[config.mk]
export PLATFORM = sky130hd
export DESIGN_NAME = line_clipper_unit_flat
export DESIGN_NICKNAME = d
export VERILOG_FILES = /design/src/rtl/core/lc_pkg.sv /design/src/rtl/core/lc_seg_if.sv /design/src/rtl/core/lc_clip_if.sv /design/src/rtl/core/lc_muldiv.sv /design/src/rtl/core/line_clipper_unit.sv /design/src/flat_wrapper.sv
export SDC_FILE = /design/constraint.sdc
export NUM_CORES = 1
export LEC_CHECK = 0
export BUFFER_PORTS_ARGS = -buffer_cell sky130_fd_sc_hd__buf_4
export CAP_MARGIN = 20
export CORE_AREA = 2 2 185 187
export DETAILED_ROUTE_END_ITERATION = 16
export DIE_AREA = 0 0 187 189
export PLACE_DENSITY = 0.88
export SLEW_MARGIN = 20
export SYNTH_ARGS = -nofsm -noshare
export SYNTH_HDL_FRONTEND = slang
export SYNTH_HIERARCHICAL = 1
export SYNTH_SLANG_ARGS = --single-unit
[constraint.sdc]
create_clock -name clk -period 8.5 [get_ports clk]
set_input_delay 1.7 -clock clk [delete_from_list [all_inputs] [get_ports clk]]
set_output_delay 1.7 -clock clk [all_outputs]
set_load 0.02 [all_outputs]
[src/rtl/core/lc_pkg.sv]
package lc_pkg;

    localparam int CLIP_WIDTH      = 15;
    localparam int CFG_INDEX_WIDTH = 1;
    localparam int CODE_WIDTH      = 4;
    localparam int PASS_WIDTH      = 4;

    localparam logic [CLIP_WIDTH-1:0] CLIP_X_MAX_RESET = 15'd127;
    localparam logic [CLIP_WIDTH-1:0] CLIP_Y_MAX_RESET = 15'd63;

    typedef enum logic [CFG_INDEX_WIDTH-1:0] {
        REG_CLIP_X_MAX = 1'b0,
        REG_CLIP_Y_MAX = 1'b1
    } cfg_reg_t;

    localparam logic [CODE_WIDTH-1:0] CODE_LEFT   = 4'b0001;
    localparam logic [CODE_WIDTH-1:0] CODE_RIGHT  = 4'b0010;
    localparam logic [CODE_WIDTH-1:0] CODE_TOP    = 4'b0100;
    localparam logic [CODE_WIDTH-1:0] CODE_BOTTOM = 4'b1000;
    localparam logic [CODE_WIDTH-1:0] CODE_INSIDE = 4'b0000;

    localparam logic [PASS_WIDTH-1:0] MAX_PASSES = 4'd8;

    typedef enum logic [3:0] {
        ST_IDLE = 4'b0001,
        ST_TEST = 4'b0010,
        ST_WAIT = 4'b0100,
        ST_DONE = 4'b1000
    } clip_state_t;

    typedef enum logic [2:0] {
        MD_IDLE = 3'b001,
        MD_MUL  = 3'b010,
        MD_DIV  = 3'b100
    } md_state_t;

    typedef struct packed {
        logic done;
        logic neg;
    } md_status_t;

endpackage

[src/rtl/core/lc_seg_if.sv]
interface lc_seg_if #(
    parameter int COORD_WIDTH = 16
);
    logic                          valid;
    logic                          ready;
    logic signed [COORD_WIDTH-1:0] start_x;
    logic signed [COORD_WIDTH-1:0] start_y;
    logic signed [COORD_WIDTH-1:0] end_x;
    logic signed [COORD_WIDTH-1:0] end_y;

    modport source (output valid, output start_x, output start_y, output end_x,
                    output end_y, input ready);
    modport sink   (input valid, input start_x, input start_y, input end_x,
                    input end_y, output ready);
endinterface

[src/rtl/core/lc_clip_if.sv]
interface lc_clip_if #(
    parameter int COORD_WIDTH = 16
);
    logic                          valid;
    logic                          ready;
    logic                          line_visible;
    logic signed [COORD_WIDTH-1:0] clipped_start_x;
    logic signed [COORD_WIDTH-1:0] clipped_start_y;
    logic signed [COORD_WIDTH-1:0] clipped_end_x;
    logic signed [COORD_WIDTH-1:0] clipped_end_y;

    modport source (output valid, output line_visible, output clipped_start_x,
                    output clipped_start_y, output clipped_end_x,
                    output clipped_end_y, input ready);
    modport sink   (input valid, input line_visible, input clipped_start_x,
                    input clipped_start_y, input clipped_end_x,
                    input clipped_end_y, output ready);
endinterface

[src/rtl/core/lc_muldiv.sv]
module lc_muldiv #(
    parameter int MAG_WIDTH = 18
) (
    input  logic                        clk,
    input  logic                        rst_n,
    input  logic                        start,
    input  logic signed [MAG_WIDTH-1:0] op_a,
    input  logic signed [MAG_WIDTH-1:0] op_b,
    input  logic signed [MAG_WIDTH-1:0] op_d,
    output lc_pkg::md_status_t          status,
    output logic        [MAG_WIDTH-1:0] quot
);
    import lc_pkg::*;

    localparam int CNT_WIDTH  = $clog2(MAG_WIDTH);
    localparam int PROD_WIDTH = 2 * MAG_WIDTH;
    localparam logic [CNT_WIDTH-1:0] LAST_STEP = CNT_WIDTH'(MAG_WIDTH - 1);

    md_state_t              state_reg, state_next;
    logic [MAG_WIDTH-1:0]   mag_a_reg, mag_a_next;
    logic [MAG_WIDTH-1:0]   mag_d_reg, mag_d_next;
    logic [PROD_WIDTH-1:0]  prod_reg, prod_next;
    logic [CNT_WIDTH-1:0]   cnt_reg, cnt_next;
    logic                   neg_reg, neg_next;
    logic                   dz_reg, dz_next;
    logic                   done_reg, done_next;

    logic [MAG_WIDTH:0]     add_a;
    logic [MAG_WIDTH:0]     add_b;
    logic                   add_cin;
    logic [MAG_WIDTH+1:0]   add_sum;
    logic                   div_ok;

    function automatic logic [MAG_WIDTH-1:0] magnitude(input logic signed [MAG_WIDTH-1:0] v);
        magnitude = v[MAG_WIDTH-1] ? MAG_WIDTH'(~v + 1'b1) : MAG_WIDTH'(v);
    endfunction

    // One adder serves both the shift-add multiply and the restoring divide.
    always_comb
    begin
        if (state_reg == MD_DIV)
        begin
            add_a   = prod_reg[PROD_WIDTH-1:MAG_WIDTH-1];
            add_b   = ~{1'b0, mag_d_reg};
            add_cin = 1'b1;
        end
        else
        begin
            add_a   = {1'b0, prod_reg[PROD_WIDTH-1:MAG_WIDTH]};
            add_b   = prod_reg[0] ? {1'b0, mag_a_reg} : '0;
            add_cin = 1'b0;
        end
        add_sum = {1'b0, add_a} + {1'b0, add_b} + {{(MAG_WIDTH+1){1'b0}}, add_cin};
        div_ok  = add_sum[MAG_WIDTH+1];
    end

    always_comb
    begin
        state_next = state_reg;
        mag_a_next = mag_a_reg;
        mag_d_next = mag_d_reg;
        prod_next  = prod_reg;
        cnt_next   = cnt_reg;
        neg_next   = neg_reg;
        dz_next    = dz_reg;
        done_next  = 1'b0;
        case (state_reg)
            MD_IDLE:
            begin
                if (start)
                begin
                    mag_a_next = magnitude(op_a);
                    mag_d_next = magnitude(op_d);
                    prod_next  = {{MAG_WIDTH{1'b0}}, magnitude(op_b)};
                    neg_next   = op_a[MAG_WIDTH-1] ^ op_b[MAG_WIDTH-1] ^ op_d[MAG_WIDTH-1];
                    dz_next    = (op_d == '0);
                    cnt_next   = LAST_STEP;
                    state_next = MD_MUL;
                end
            end
            MD_MUL:
            begin
                prod_next = {add_sum[MAG_WIDTH:0], prod_reg[MAG_WIDTH-1:1]};
                if (cnt_reg == '0)
                begin
                    cnt_next   = LAST_STEP;
                    state_next = MD_DIV;
                end
                else
                begin
                    cnt_next = cnt_reg - 1'b1;
                end
            end
            MD_DIV:
            begin
                prod_next = {div_ok ? add_sum[MAG_WIDTH-1:0]
                                    : prod_reg[PROD_WIDTH-2:MAG_WIDTH-1],
                             prod_reg[MAG_WIDTH-2:0], div_ok};
                if (cnt_reg == '0)
                begin
                    done_next  = 1'b1;
                    state_next = MD_IDLE;
                end
                else
                begin
                    cnt_next = cnt_reg - 1'b1;
                end
            end
            default:
            begin
                state_next = MD_IDLE;
            end
        endcase
    end

    always_ff @(posedge clk or negedge rst_n)
    begin
        if (!rst_n)
        begin
            state_reg <= MD_IDLE;
            done_reg  <= 1'b0;
        end
        else
        begin
            state_reg <= state_next;
            done_reg  <= done_next;
        end
    end

    always_ff @(posedge clk)
    begin
        mag_a_reg <= mag_a_next;
        mag_d_reg <= mag_d_next;
        prod_reg  <= prod_next;
        cnt_reg   <= cnt_next;
        neg_reg   <= neg_next;
        dz_reg    <= dz_next;
    end

    assign status.done = done_reg;
    assign status.neg  = neg_reg;
    assign quot        = dz_reg ? '0 : prod_reg[MAG_WIDTH-1:0];

endmodule

[src/rtl/core/line_clipper_unit.sv]
// An accepted segment goes through from 0 to 8 clip passes (MAX_PASSES) before its
// result is registered; each pass runs one multiply and one divide in lc_muldiv.
// The input is ready only while the sequencer is idle, so no new segment is taken
// before the last result is registered; a result awaiting transfer holds the sequencer.
// Reset: asynchronous, active low; clears the sequencer and output valid and sets
// clip_x_max to 127 and clip_y_max to 63.
module line_clipper_unit #(
    parameter int COORD_WIDTH = 16
) (
    input  logic                               clk,
    input  logic                               rst_n,
    input  logic                               cfg_we,
    input  logic [lc_pkg::CFG_INDEX_WIDTH-1:0] cfg_index,
    input  logic [lc_pkg::CLIP_WIDTH-1:0]      cfg_data,
    lc_seg_if.sink                             seg,
    lc_clip_if.source                          clip
);
    import lc_pkg::*;

    localparam int INT_WIDTH  = ((COORD_WIDTH > CLIP_WIDTH + 1) ? COORD_WIDTH
                                                                : CLIP_WIDTH + 1) + 1;
    localparam int DIFF_WIDTH = INT_WIDTH + 1;

    clip_state_t                  state_reg, state_next;
    logic [CLIP_WIDTH-1:0]        clip_x_max_reg, clip_y_max_reg;
    logic signed [INT_WIDTH-1:0]  x0_reg, x0_next, y0_reg, y0_next;
    logic signed [INT_WIDTH-1:0]  x1_reg, x1_next, y1_reg, y1_next;
    logic [PASS_WIDTH-1:0]        pass_reg, pass_next;
    logic                         edge_y_reg, edge_y_next;
    logic signed [INT_WIDTH-1:0]  edge_val_reg, edge_val_next;
    logic                         move0_reg, move0_next;
    logic                         visible_reg, visible_next;

    logic                         out_valid_reg, out_valid_next;
    logic                         out_visible_reg, out_visible_next;
    logic signed [COORD_WIDTH-1:0] out_x0_reg, out_x0_next, out_y0_reg, out_y0_next;
    logic signed [COORD_WIDTH-1:0] out_x1_reg, out_x1_next, out_y1_reg, out_y1_next;

    logic signed [INT_WIDTH-1:0]  xm, ym;
    logic [CODE_WIDTH-1:0]        code0, code1, clip_code;
    logic signed [DIFF_WIDTH-1:0] dx, dy;
    logic signed [DIFF_WIDTH-1:0] op_a, op_b, op_d;
    logic                         sel_edge_y;
    logic signed [INT_WIDTH-1:0]  sel_edge_val;
    logic                         md_start;
    md_status_t                   md_status;
    logic [DIFF_WIDTH-1:0]        md_quot;
    logic signed [DIFF_WIDTH:0]   base_ext, quot_ext, new_sum;
    logic signed [INT_WIDTH-1:0]  new_coord;

    function automatic logic [CODE_WIDTH-1:0] region(
        input logic signed [INT_WIDTH-1:0] x,
        input logic signed [INT_WIDTH-1:0] y,
        input logic signed [INT_WIDTH-1:0] x_max,
        input logic signed [INT_WIDTH-1:0] y_max
    );
        logic [CODE_WIDTH-1:0] c;
        c = CODE_INSIDE;
        if (x < 0)
            c = c | CODE_LEFT;
        else if (x > x_max)
            c = c | CODE_RIGHT;
        if (y < 0)
            c = c | CODE_TOP;
        else if (y > y_max)
            c = c | CODE_BOTTOM;
        return c;
    endfunction

    assign xm = signed'({{(INT_WIDTH-CLIP_WIDTH){1'b0}}, clip_x_max_reg});
    assign ym = signed'({{(INT_WIDTH-CLIP_WIDTH){1'b0}}, clip_y_max_reg});

    assign code0     = region(x0_reg, y0_reg, xm, ym);
    assign code1     = region(x1_reg, y1_reg, xm, ym);
    assign clip_code = (code0 != CODE_INSIDE) ? code0 : code1;

    assign dx = DIFF_WIDTH'(x1_reg) - DIFF_WIDTH'(x0_reg);
    assign dy = DIFF_WIDTH'(y1_reg) - DIFF_WIDTH'(y0_reg);

    // The intersection is always measured from the start point.
    always_comb
    begin
        if ((clip_code & CODE_BOTTOM) != CODE_INSIDE)
        begin
            op_a         = dx;
            op_b         = DIFF_WIDTH'(ym) - DIFF_WIDTH'(y0_reg);
            op_d         = dy;
            sel_edge_y   = 1'b1;
            sel_edge_val = ym;
        end
        else if ((clip_code & CODE_TOP) != CODE_INSIDE)
        begin
            op_a         = dx;
            op_b         = -DIFF_WIDTH'(y0_reg);
            op_d         = dy;
            sel_edge_y   = 1'b1;
            sel_edge_val = '0;
        end
        else if ((clip_code & CODE_RIGHT) != CODE_INSIDE)
        begin
            op_a         = dy;
            op_b         = DIFF_WIDTH'(xm) - DIFF_WIDTH'(x0_reg);
            op_d         = dx;
            sel_edge_y   = 1'b0;
            sel_edge_val = xm;
        end
        else
        begin
            op_a         = dy;
            op_b         = -DIFF_WIDTH'(x0_reg);
            op_d         = dx;
            sel_edge_y   = 1'b0;
            sel_edge_val = '0;
        end
    end

    lc_muldiv #(
        .MAG_WIDTH (DIFF_WIDTH)
    ) u_muldiv (
        .clk    (clk),
        .rst_n  (rst_n),
        .start  (md_start),
        .op_a   (op_a),
        .op_b   (op_b),
        .op_d   (op_d),
        .status (md_status),
        .quot   (md_quot)
    );

    assign base_ext  = (DIFF_WIDTH+1)'(edge_y_reg ? x0_reg : y0_reg);
    assign quot_ext  = signed'({1'b0, md_quot});
    assign new_sum   = md_status.neg ? (base_ext - quot_ext) : (base_ext + quot_ext);
    assign new_coord = INT_WIDTH'(new_sum);

    always_comb
    begin
        state_next       = state_reg;
        x0_next          = x0_reg;
        y0_next          = y0_reg;
        x1_next          = x1_reg;
        y1_next          = y1_reg;
        pass_next        = pass_reg;
        edge_y_next      = edge_y_reg;
        edge_val_next    = edge_val_reg;
        move0_next       = move0_reg;
        visible_next     = visible_reg;
        out_valid_next   = out_valid_reg && !clip.ready;
        out_visible_next = out_visible_reg;
        out_x0_next      = out_x0_reg;
        out_y0_next      = out_y0_reg;
        out_x1_next      = out_x1_reg;
        out_y1_next      = out_y1_reg;
        md_start         = 1'b0;
        case (state_reg)
            ST_IDLE:
            begin
                if (seg.valid)
                begin
                    x0_next    = INT_WIDTH'(seg.start_x);
                    y0_next    = INT_WIDTH'(seg.start_y);
                    x1_next    = INT_WIDTH'(seg.end_x);
                    y1_next    = INT_WIDTH'(seg.end_y);
                    pass_next  = '0;
                    state_next = ST_TEST;
                end
            end
            ST_TEST:
            begin
                if ((code0 | code1) == CODE_INSIDE)
                begin
                    visible_next = 1'b1;
                    state_next   = ST_DONE;
                end
                else if (((code0 & code1) != CODE_INSIDE) || (pass_reg == MAX_PASSES))
                begin
                    visible_next = 1'b0;
                    state_next   = ST_DONE;
                end
                else
                begin
                    md_start      = 1'b1;
                    pass_next     = pass_reg + 1'b1;
                    edge_y_next   = sel_edge_y;
                    edge_val_next = sel_edge_val;
                    move0_next    = (code0 != CODE_INSIDE);
                    state_next    = ST_WAIT;
                end
            end
            ST_WAIT:
            begin
                if (md_status.done)
                begin
                    if (move0_reg)
                    begin
                        x0_next = edge_y_reg ? new_coord : edge_val_reg;
                        y0_next = edge_y_reg ? edge_val_reg : new_coord;
                    end
                    else
                    begin
                        x1_next = edge_y_reg ? new_coord : edge_val_reg;
                        y1_next = edge_y_reg ? edge_val_reg : new_coord;
                    end
                    state_next = ST_TEST;
                end
            end
            ST_DONE:
            begin
                if (!out_valid_reg || clip.ready)
                begin
                    out_valid_next   = 1'b1;
                    out_visible_next = visible_reg;
                    out_x0_next      = visible_reg ? COORD_WIDTH'(x0_reg) : '0;
                    out_y0_next      = visible_reg ? COORD_WIDTH'(y0_reg) : '0;
                    out_x1_next      = visible_reg ? COORD_WIDTH'(x1_reg) : '0;
                    out_y1_next      = visible_reg ? COORD_WIDTH'(y1_reg) : '0;
                    state_next       = ST_IDLE;
                end
            end
            default:
            begin
                state_next = ST_IDLE;
            end
        endcase
    end

    always_ff @(posedge clk or negedge rst_n)
    begin
        if (!rst_n)
        begin
            clip_x_max_reg <= CLIP_X_MAX_RESET;
            clip_y_max_reg <= CLIP_Y_MAX_RESET;
        end
        else if (cfg_we)
        begin
            case (cfg_reg_t'(cfg_index))
                REG_CLIP_X_MAX: clip_x_max_reg <= cfg_data;
                REG_CLIP_Y_MAX: clip_y_max_reg <= cfg_data;
                default:
                begin
                end
            endcase
        end
    end

    always_ff @(posedge clk or negedge rst_n)
    begin
        if (!rst_n)
        begin
            state_reg     <= ST_IDLE;
            pass_reg      <= '0;
            out_valid_reg <= 1'b0;
        end
        else
        begin
            state_reg     <= state_next;
            pass_reg      <= pass_next;
            out_valid_reg <= out_valid_next;
        end
    end

    always_ff @(posedge clk)
    begin
        x0_reg          <= x0_next;
        y0_reg          <= y0_next;
        x1_reg          <= x1_next;
        y1_reg          <= y1_next;
        edge_y_reg      <= edge_y_next;
        edge_val_reg    <= edge_val_next;
        move0_reg       <= move0_next;
        visible_reg     <= visible_next;
        out_visible_reg <= out_visible_next;
        out_x0_reg      <= out_x0_next;
        out_y0_reg      <= out_y0_next;
        out_x1_reg      <= out_x1_next;
        out_y1_reg      <= out_y1_next;
    end

    assign seg.ready            = (state_reg == ST_IDLE);
    assign clip.valid           = out_valid_reg;
    assign clip.line_visible    = out_visible_reg;
    assign clip.clipped_start_x = out_x0_reg;
    assign clip.clipped_start_y = out_y0_reg;
    assign clip.clipped_end_x   = out_x1_reg;
    assign clip.clipped_end_y   = out_y1_reg;

    a_pass_bound: assert property (@(posedge clk) disable iff (!rst_n)
        pass_reg <= MAX_PASSES)
        else $error("clip pass count exceeded its bound");

    a_accept_to_test: assert property (@(posedge clk) disable iff (!rst_n)
        seg.valid && seg.ready |=> state_reg == ST_TEST)
        else $error("accepted segment did not enter the outcode test");

    a_done_in_wait: assert property (@(posedge clk) disable iff (!rst_n)
        md_status.done |-> state_reg == ST_WAIT)
        else $error("divider finished outside of the wait state");

    a_result_from_done: assert property (@(posedge clk) disable iff (!rst_n)
        $rose(out_valid_reg) |-> $past(state_reg == ST_DONE))
        else $error("result became valid without a finished segment");

endmodule

[src/flat_wrapper.sv]
// flat-port wrapper written by rule: the top's interface ports become plain ports
module line_clipper_unit_flat import lc_pkg::*;
#(
    parameter int COORD_WIDTH = 16
)
  (clk, rst_n, cfg_we, cfg_index, cfg_data, seg_valid, seg_start_x, seg_start_y, seg_end_x, seg_end_y, seg_ready, clip_valid, clip_line_visible, clip_clipped_start_x, clip_clipped_start_y, clip_clipped_end_x, clip_clipped_end_y, clip_ready);
  lc_seg_if #(.COORD_WIDTH(COORD_WIDTH)) seg_i ();
  lc_clip_if #(.COORD_WIDTH(COORD_WIDTH)) clip_i ();
  input  logic clk;
  input  logic rst_n;
  input  logic cfg_we;
  input  logic [lc_pkg::CFG_INDEX_WIDTH-1:0] cfg_index;
  input  logic [lc_pkg::CLIP_WIDTH-1:0] cfg_data;
  input wire logic [$bits(seg_i.valid)-1:0] seg_valid;
  input wire logic [$bits(seg_i.start_x)-1:0] seg_start_x;
  input wire logic [$bits(seg_i.start_y)-1:0] seg_start_y;
  input wire logic [$bits(seg_i.end_x)-1:0] seg_end_x;
  input wire logic [$bits(seg_i.end_y)-1:0] seg_end_y;
  output wire logic [$bits(seg_i.ready)-1:0] seg_ready;
  output wire logic [$bits(clip_i.valid)-1:0] clip_valid;
  output wire logic [$bits(clip_i.line_visible)-1:0] clip_line_visible;
  output wire logic [$bits(clip_i.clipped_start_x)-1:0] clip_clipped_start_x;
  output wire logic [$bits(clip_i.clipped_start_y)-1:0] clip_clipped_start_y;
  output wire logic [$bits(clip_i.clipped_end_x)-1:0] clip_clipped_end_x;
  output wire logic [$bits(clip_i.clipped_end_y)-1:0] clip_clipped_end_y;
  input wire logic [$bits(clip_i.ready)-1:0] clip_ready;
  assign seg_i.valid = seg_valid;
  assign seg_i.start_x = seg_start_x;
  assign seg_i.start_y = seg_start_y;
  assign seg_i.end_x = seg_end_x;
  assign seg_i.end_y = seg_end_y;
  assign seg_ready = seg_i.ready;
  assign clip_valid = clip_i.valid;
  assign clip_line_visible = clip_i.line_visible;
  assign clip_clipped_start_x = clip_i.clipped_start_x;
  assign clip_clipped_start_y = clip_i.clipped_start_y;
  assign clip_clipped_end_x = clip_i.clipped_end_x;
  assign clip_clipped_end_y = clip_i.clipped_end_y;
  assign clip_i.ready = clip_ready;
  line_clipper_unit #(.COORD_WIDTH(COORD_WIDTH)) u_core (.clk(clk), .rst_n(rst_n), .cfg_we(cfg_we), .cfg_index(cfg_index), .cfg_data(cfg_data), .seg(seg_i), .clip(clip_i));
endmodule
==> results of run 1 <==
-- how the worst max path moves through the flow --
stage / start / endpoint / slack, ps
after floorplan: u_core/clip_x_max_reg[0] / u_core/u_muldiv/cnt_reg[0] / 3370
after global placement: u_core/clip_x_max_reg[0] / u_core/u_muldiv/mag_d_reg[15] / 3210
after detailed placement: u_core/clip_x_max_reg[0] / u_core/u_muldiv/prod_reg[13] / 3060
after CTS: u_core/clip_x_max_reg[0] / u_core/u_muldiv/prod_reg[13] / 3040
after global routing: u_core/clip_x_max_reg[0] / u_core/u_muldiv/prod_reg[13] / 2700
final: u_core/clip_x_max_reg[0] / u_core/u_muldiv/prod_reg[13] / 2940
-- per-stage QoR --
stage / instances / hold WS [ps] / setup slack [ps] / instance area, µm²
final: 2665 / 507.8 / 2941 / 22340
after global routing: 2661 / 508.2 / 2697 / 22330
after CTS: 2661 / 502.1 / 3036 / 22330
after detailed placement: 2607 / 493.5 / 3059 / 21320
after global placement: 2607 / 469.5 / 3206 / 21320
after floorplan: 2081 / 424.4 / 3372 / 19830
-- layer usage --
metal	routed length [µm]	vias to the layer above
met5	0	-
met4	4339	0
met3	7478	216
met2	29740	1064
met1	25450	8380
li1	-	7846
-- cell type report --
| type | count | area [µm²] |
|---|---|---|
| Clock inverter | 10 | 116.4 |
| Clock buffer | 44 | 885.9 |
| Multi-Input combinational cell | 1610 | 11090 |
| Timing Repair Buffer | 169 | 1269 |
| Tap cell | 448 | 560.5 |
| Antenna cell | 4 | 10.01 |
| Fill cell | 2545 | 10950 |
| Inverter | 107 | 401.6 |
| Sequential cell | 273 | 8001 |
-- placed cells by master (no fill, tap or decap), types with 15 or more instances in the layout --
cell / n
ha_1: 140
o21ai_1: 39
o31ai_1: 17
nor2_1: 133
nand2b_1: 18
or3_1: 19
dfstp_2: 15
and2_1: 70
mux2i_1: 29
nand3_1: 54
nor4_1: 18
dfrtp_1: 28
clkbuf_16: 32
nor2b_1: 32
buf_4: 169
inv_1: 103
a21oi_1: 107
o21a_1: 48
a211oi_1: 18
xnor2_1: 109
o21ai_0: 111
nand4_1: 15
nand2_1: 228
a21o_1: 34
mux2_2: 42
edfxtp_1: 230
o32ai_1: 15
xor2_1: 60
o221ai_1: 18
a31oi_1: 15
a22oi_1: 22
o211ai_1: 17
nor3_1: 40
-- power breakdown --
group / internal [mW] / switching, mW
registers: 1.79 / 0.248
clock network: 0.783 / 0.556
logic: 1.23 / 2.09
total: 3.81 / 2.90
-- worst max-delay path, cell delays in order (launching register included) --
cell and delay, ps:
dfstp_2 540, inv_1 80, ha_1 240, fa_1 410, nand2b_1 190, a21oi_2 200, o221a_4 230, a31oi_4 100
o21ai_1 340, nand2_1 110, nand3_2 90, buf_4 610, o221ai_1 340, or4_1 690, or3_1 450, o31ai_1 340
xor2_1 210, o21ai_1 70
==> impl_results.md, run 1 <==
- Outcome: complete, no violations
- Clk_lat worst skew: 580 ps
- CP Capture Type: flop
- FF-to-FF Start: u_core/clip_x_max_reg[0]
- M3 GR Usage: 0.08007
- Syn Inst Count: 2081
- Die Height: about 190 µm
- FMAX: 179.9 MHz
- Initial antenna violation count: 3
- Worst Hold Path EP: u_core/pass_reg[2]
- WL/cell: 25.14 µm
- CP Launch Type: flop
- Share of post-route cells with drive strength above 1: 0.1387
- Worst path required time: 8810 ps
- CTS tree: done
- Hold_sp: u_core/pass_reg[2]
- Mapped Area: 0.01983 mm²
- Initial Util: 0.5957
- I/O pins: 152
- Final design utilization: 0.6711
- Post-CTS sizing: 0
- DR DRC count: 0
- Worst-margin pin slew: 1233 ps
- RR Endpoint: u_core/u_muldiv/prod_reg[13]
- Hold Crit Class: reg -> reg
- DR vias: 17510
- Final Skew: 26.38 ps
- Fin. Hold Viols: 0
- Htree depth: 1
- Grt ovf: 0
- Vias in the first global route: approximately 17000
- Final nets: 2422
- Tmin final: 5559 ps
- Core Area: approximately 0.033 mm²
- Critical path peak fanout: 65
- Root buf cell: clkbuf_16
- Peak supply drop: around 0.00022 V
- Syn_area_per_cell: between 9 and 10 µm²
- Post-Synthesis Net Count: around 2300
- Reg2reg setup slack: 2940 ps
- Sum Neg Setup Slack: 0 ps
- Die ar.: about 0.035 mm²
- Largest net degree at the start of global routing: 76
- TritonRoute pass-1 iters: 6
- Max Slew Vio Count: 0
- Hold buffer count at cts: 0
- Setup Fix Bufs, Post-CTS: 0
- Final period util: 0.6540
- Hold depth: 1
- Drt total wl: about 67000 µm
- Tot GR Track Use: 0.3709
- Vias per inst: 6.569
- Reg2reg path depth: 17
- DR iter-0 viols: 2130
- Clock transition at path regs: 70 ps
- RSZ-0062 raised after global routing: false
- Global-route wire length before repair: 99050 µm
- Sink Count: between 200 and 300
- GPL Wtd Cong: 1.065
- TritonCTS buffer count: 29
- PD cells: 300.1 mW/mm²
- Met2 Usage GRT: 0.5805
- Maxcap violations: 0
- Arrival time worst endpoint: 5870 ps
- Clock buffer depth: 3
- I/O Buffers: 151
- HPWL Detailed: 51520 µm
- Slew HR: 0.1721
- Die width: 187 µm
- Final setup viols: 0
- Number of flip-flops in the largest register: 36
- GRT Max-Usage Layer: met2
- Yosys Warn Count: 6
- Num rows: 67
- Static Leak: 8.992 nW
- Synth-to-layout area growth: 12.65%
- Power consumption: 6.703 mW
- Critical path class: reg -> reg
- GRT met1 Usage: 0.4784
- Routed Antenna Nets: 0
Power figures use the tool's default switching activity.
==> run 2: changes to the inputs <==
Settings changed: ABC_AREA from default to 1, CORE_AREA 2 2 185 187 to 2 2 193 195, DIE_AREA 0 0 187 189 to 0 0 195 197, PLACE_DENSITY 0.88 to 0.87.
Clock period 8.5 ns to 5.3 ns, I/O delays scaled along.
==> run 2 against run 1 <==
Against the previous run:
- cell count up 31%
- worst hold slack better by 3.1 ps
- flip-flop and latch count did not move
- highest routed layer is now met5
==> impl_results.md, run 2 <==
- DR vias: 20950
- Vias in the first global route: around 20000
- Fin. Hold Viols: 0
- Final Skew: ~17 ps
- Largest net degree at the start of global routing: 62
- Final setup viols: 0
- CP Capture Type: flop
- Vias per inst: approximately 6
- Critical path peak fanout: 51
- DP Area: around 0.023 mm²
- Outcome: complete, no violations
- Clk_lat worst skew: around 550 ps
- Hold Crit Class: reg -> reg
- DR iter-0 viols: 2446
- Crit-path slowest cell: edfxtp_1
- Share of post-route cells with drive strength above 1: 0.1077
- RSZ-0062 raised after global routing: false
- Slew HR: 0.2707
- Sink Count: 273
- Crit path cell chain: inv_1 > ha_1 > nand2_2 > inv_1 > a21oi_1 > nand3_2 > nand2_1 > nand2_4 > nand2_8 > nor2_4 > nor2_8 > nand2_8 > inv_6 > o21ai_1 > inv_1 > ha_1 > inv_1 > nor3_1 > nand4_1 > nor2_1 > nor2_1 > xor2_1
- Worst path required time: 5590 ps
- I/O pins: 152
- CP bufs+invs: 5
- Die ar.: roughly 0.038 mm²
- Fillers: between 3000 and 4000
- Syn Inst Count: 2866
- Tot GR Track Use: 0.3927
- Initial Util: 0.5927
- Grt ovf: 0
- Reg area: 0.008001 mm²
- Syn_area_per_cell: around 7.5 µm²
- Critical path class: reg -> reg
- Drt total wl: ~76000 µm
- CP peak stage delay: 560 ps
- Post-Synthesis Net Count: 3098
- Htree depth: 2
- Number of flip-flops in the largest register: 36
- Final period util: 0.9647
- Synth-to-layout area growth: 12.14%
- TritonRoute pass-1 iters: 8
- Routed Antenna Nets: 0
- Maxcap violations: 0
- FMAX: 195.6 MHz
- Die width: about 200 µm
- Setup Fix Bufs, Post-CTS: 0
- Die Height: 197 µm
- Final nets: between 3000 and 4000
- Core Area: 0.03626 mm²
- Tmin final: 5113 ps
- Sum Neg Setup Slack: 0 ps
- Initial antenna violation count: 2
- Root buf cell: clkbuf_16
- Mapped Area: between 0.02 and 0.025 mm²
- Top cell by count, worst path: inv_1
- Commonest cells after routing, fill and taps aside: nand2_1, inv_1, edfxtp_1
- HPWL Detailed: 60320 µm
- CP Launch Type: flop
- Most common cell after layout, fill and taps aside: nand2_1
- TritonCTS buffer count: 34
- GPL Wtd Cong: 1.164
- Clock transition at path regs: 60 ps
- Num rows: 70
- DR DRC count: 0
- Yosys Warn Count: 6
- Global-route wire length before repair: 114200 µm
- Largest delay share family, worst path: simple AND/OR/NAND/NOR gates
- Cell area after layout: 0.02410 mm²
- Multi-input gate area: 0.01148 mm²
- Worst-margin pin slew: around 1100 ps
- Max Slew Vio Count: 0
- I/O Buffers: 151
- Clock buffer depth: 3
- Arrival time worst endpoint: 5400 ps
- WL/cell: 21.63 µm
- CTS tree: done
run 2: metrics by stage:
stage                     std cells  hold slack, ps    util  setup WS (ps)
after global routing           3495           529.9  0.6646          41.15
final                          3496           510.9  0.6646          187.0
after detailed placement       3433           500.1  0.6347          392.0
after floorplan                2866           424.4       -          102.2
after global placement         3433           495.6  0.6347          497.2
after CTS                      3495           509.9  0.6645          335.7
run 2: layout make-up:
| type | instances | area share |
|---|---|---|
| clock inverter | 14 | 0.004673 |
| sequential | 273 | 0.3320 |
| inverter | 435 | 0.06796 |
| timing repair buffer | 175 | 0.05451 |
| multi-input combinational | 2082 | 0.4763 |
| antenna | 1 | 0.0001038 |
| tap | 468 | 0.02430 |
| clock buffer | 48 | 0.04013 |
run 2: worst min-delay path: cells and delay by family, from the launching register on:
family | cells | cell delay [ps]
AOI/OAI and AO/OA | 1 | 70
DFF | 1 | 380
and+or+nand+nor | 1 | 50
run 2: routing by layer:
metal,track usage,up-vias,wire (µm)
li1,-,9680,-
met3,0.09582,284,9051
met5,0,-,12
met1,0.4878,9638,28180
met4,0.2211,2,4594
met2,0.6302,1342,33770
run 2: worst paths after layout:
check | from | to | slack, ps | cells past startpoint
setup / recovery | u_core/x0_reg[8] | u_core/u_muldiv/mag_d_reg[12] | 190 | 22
hold reg to reg | u_core/clip_y_max_reg[5] | u_core/clip_y_max_reg[5] | 510 | 2
max in group asynchronous | rst_n | u_core/u_muldiv/state_reg[1] | 4210 | 1
hold / removal | u_core/clip_y_max_reg[5] | u_core/clip_y_max_reg[5] | 510 | 2
min in group asynchronous | rst_n | u_core/clip_x_max_reg[7] | 590 | 1
setup reg to reg | u_core/x0_reg[8] | u_core/u_muldiv/mag_d_reg[12] | 190 | 22
run 2: repair_timing:
item,in CTS,in global routing
hold buffers,0,0
resized for setup,0,1
endpoints found under the setup margin,0,2
Power of run 2 is not shown: default switching activity piles up to over one toggle a cycle in this logic, so the estimate is an artifact.
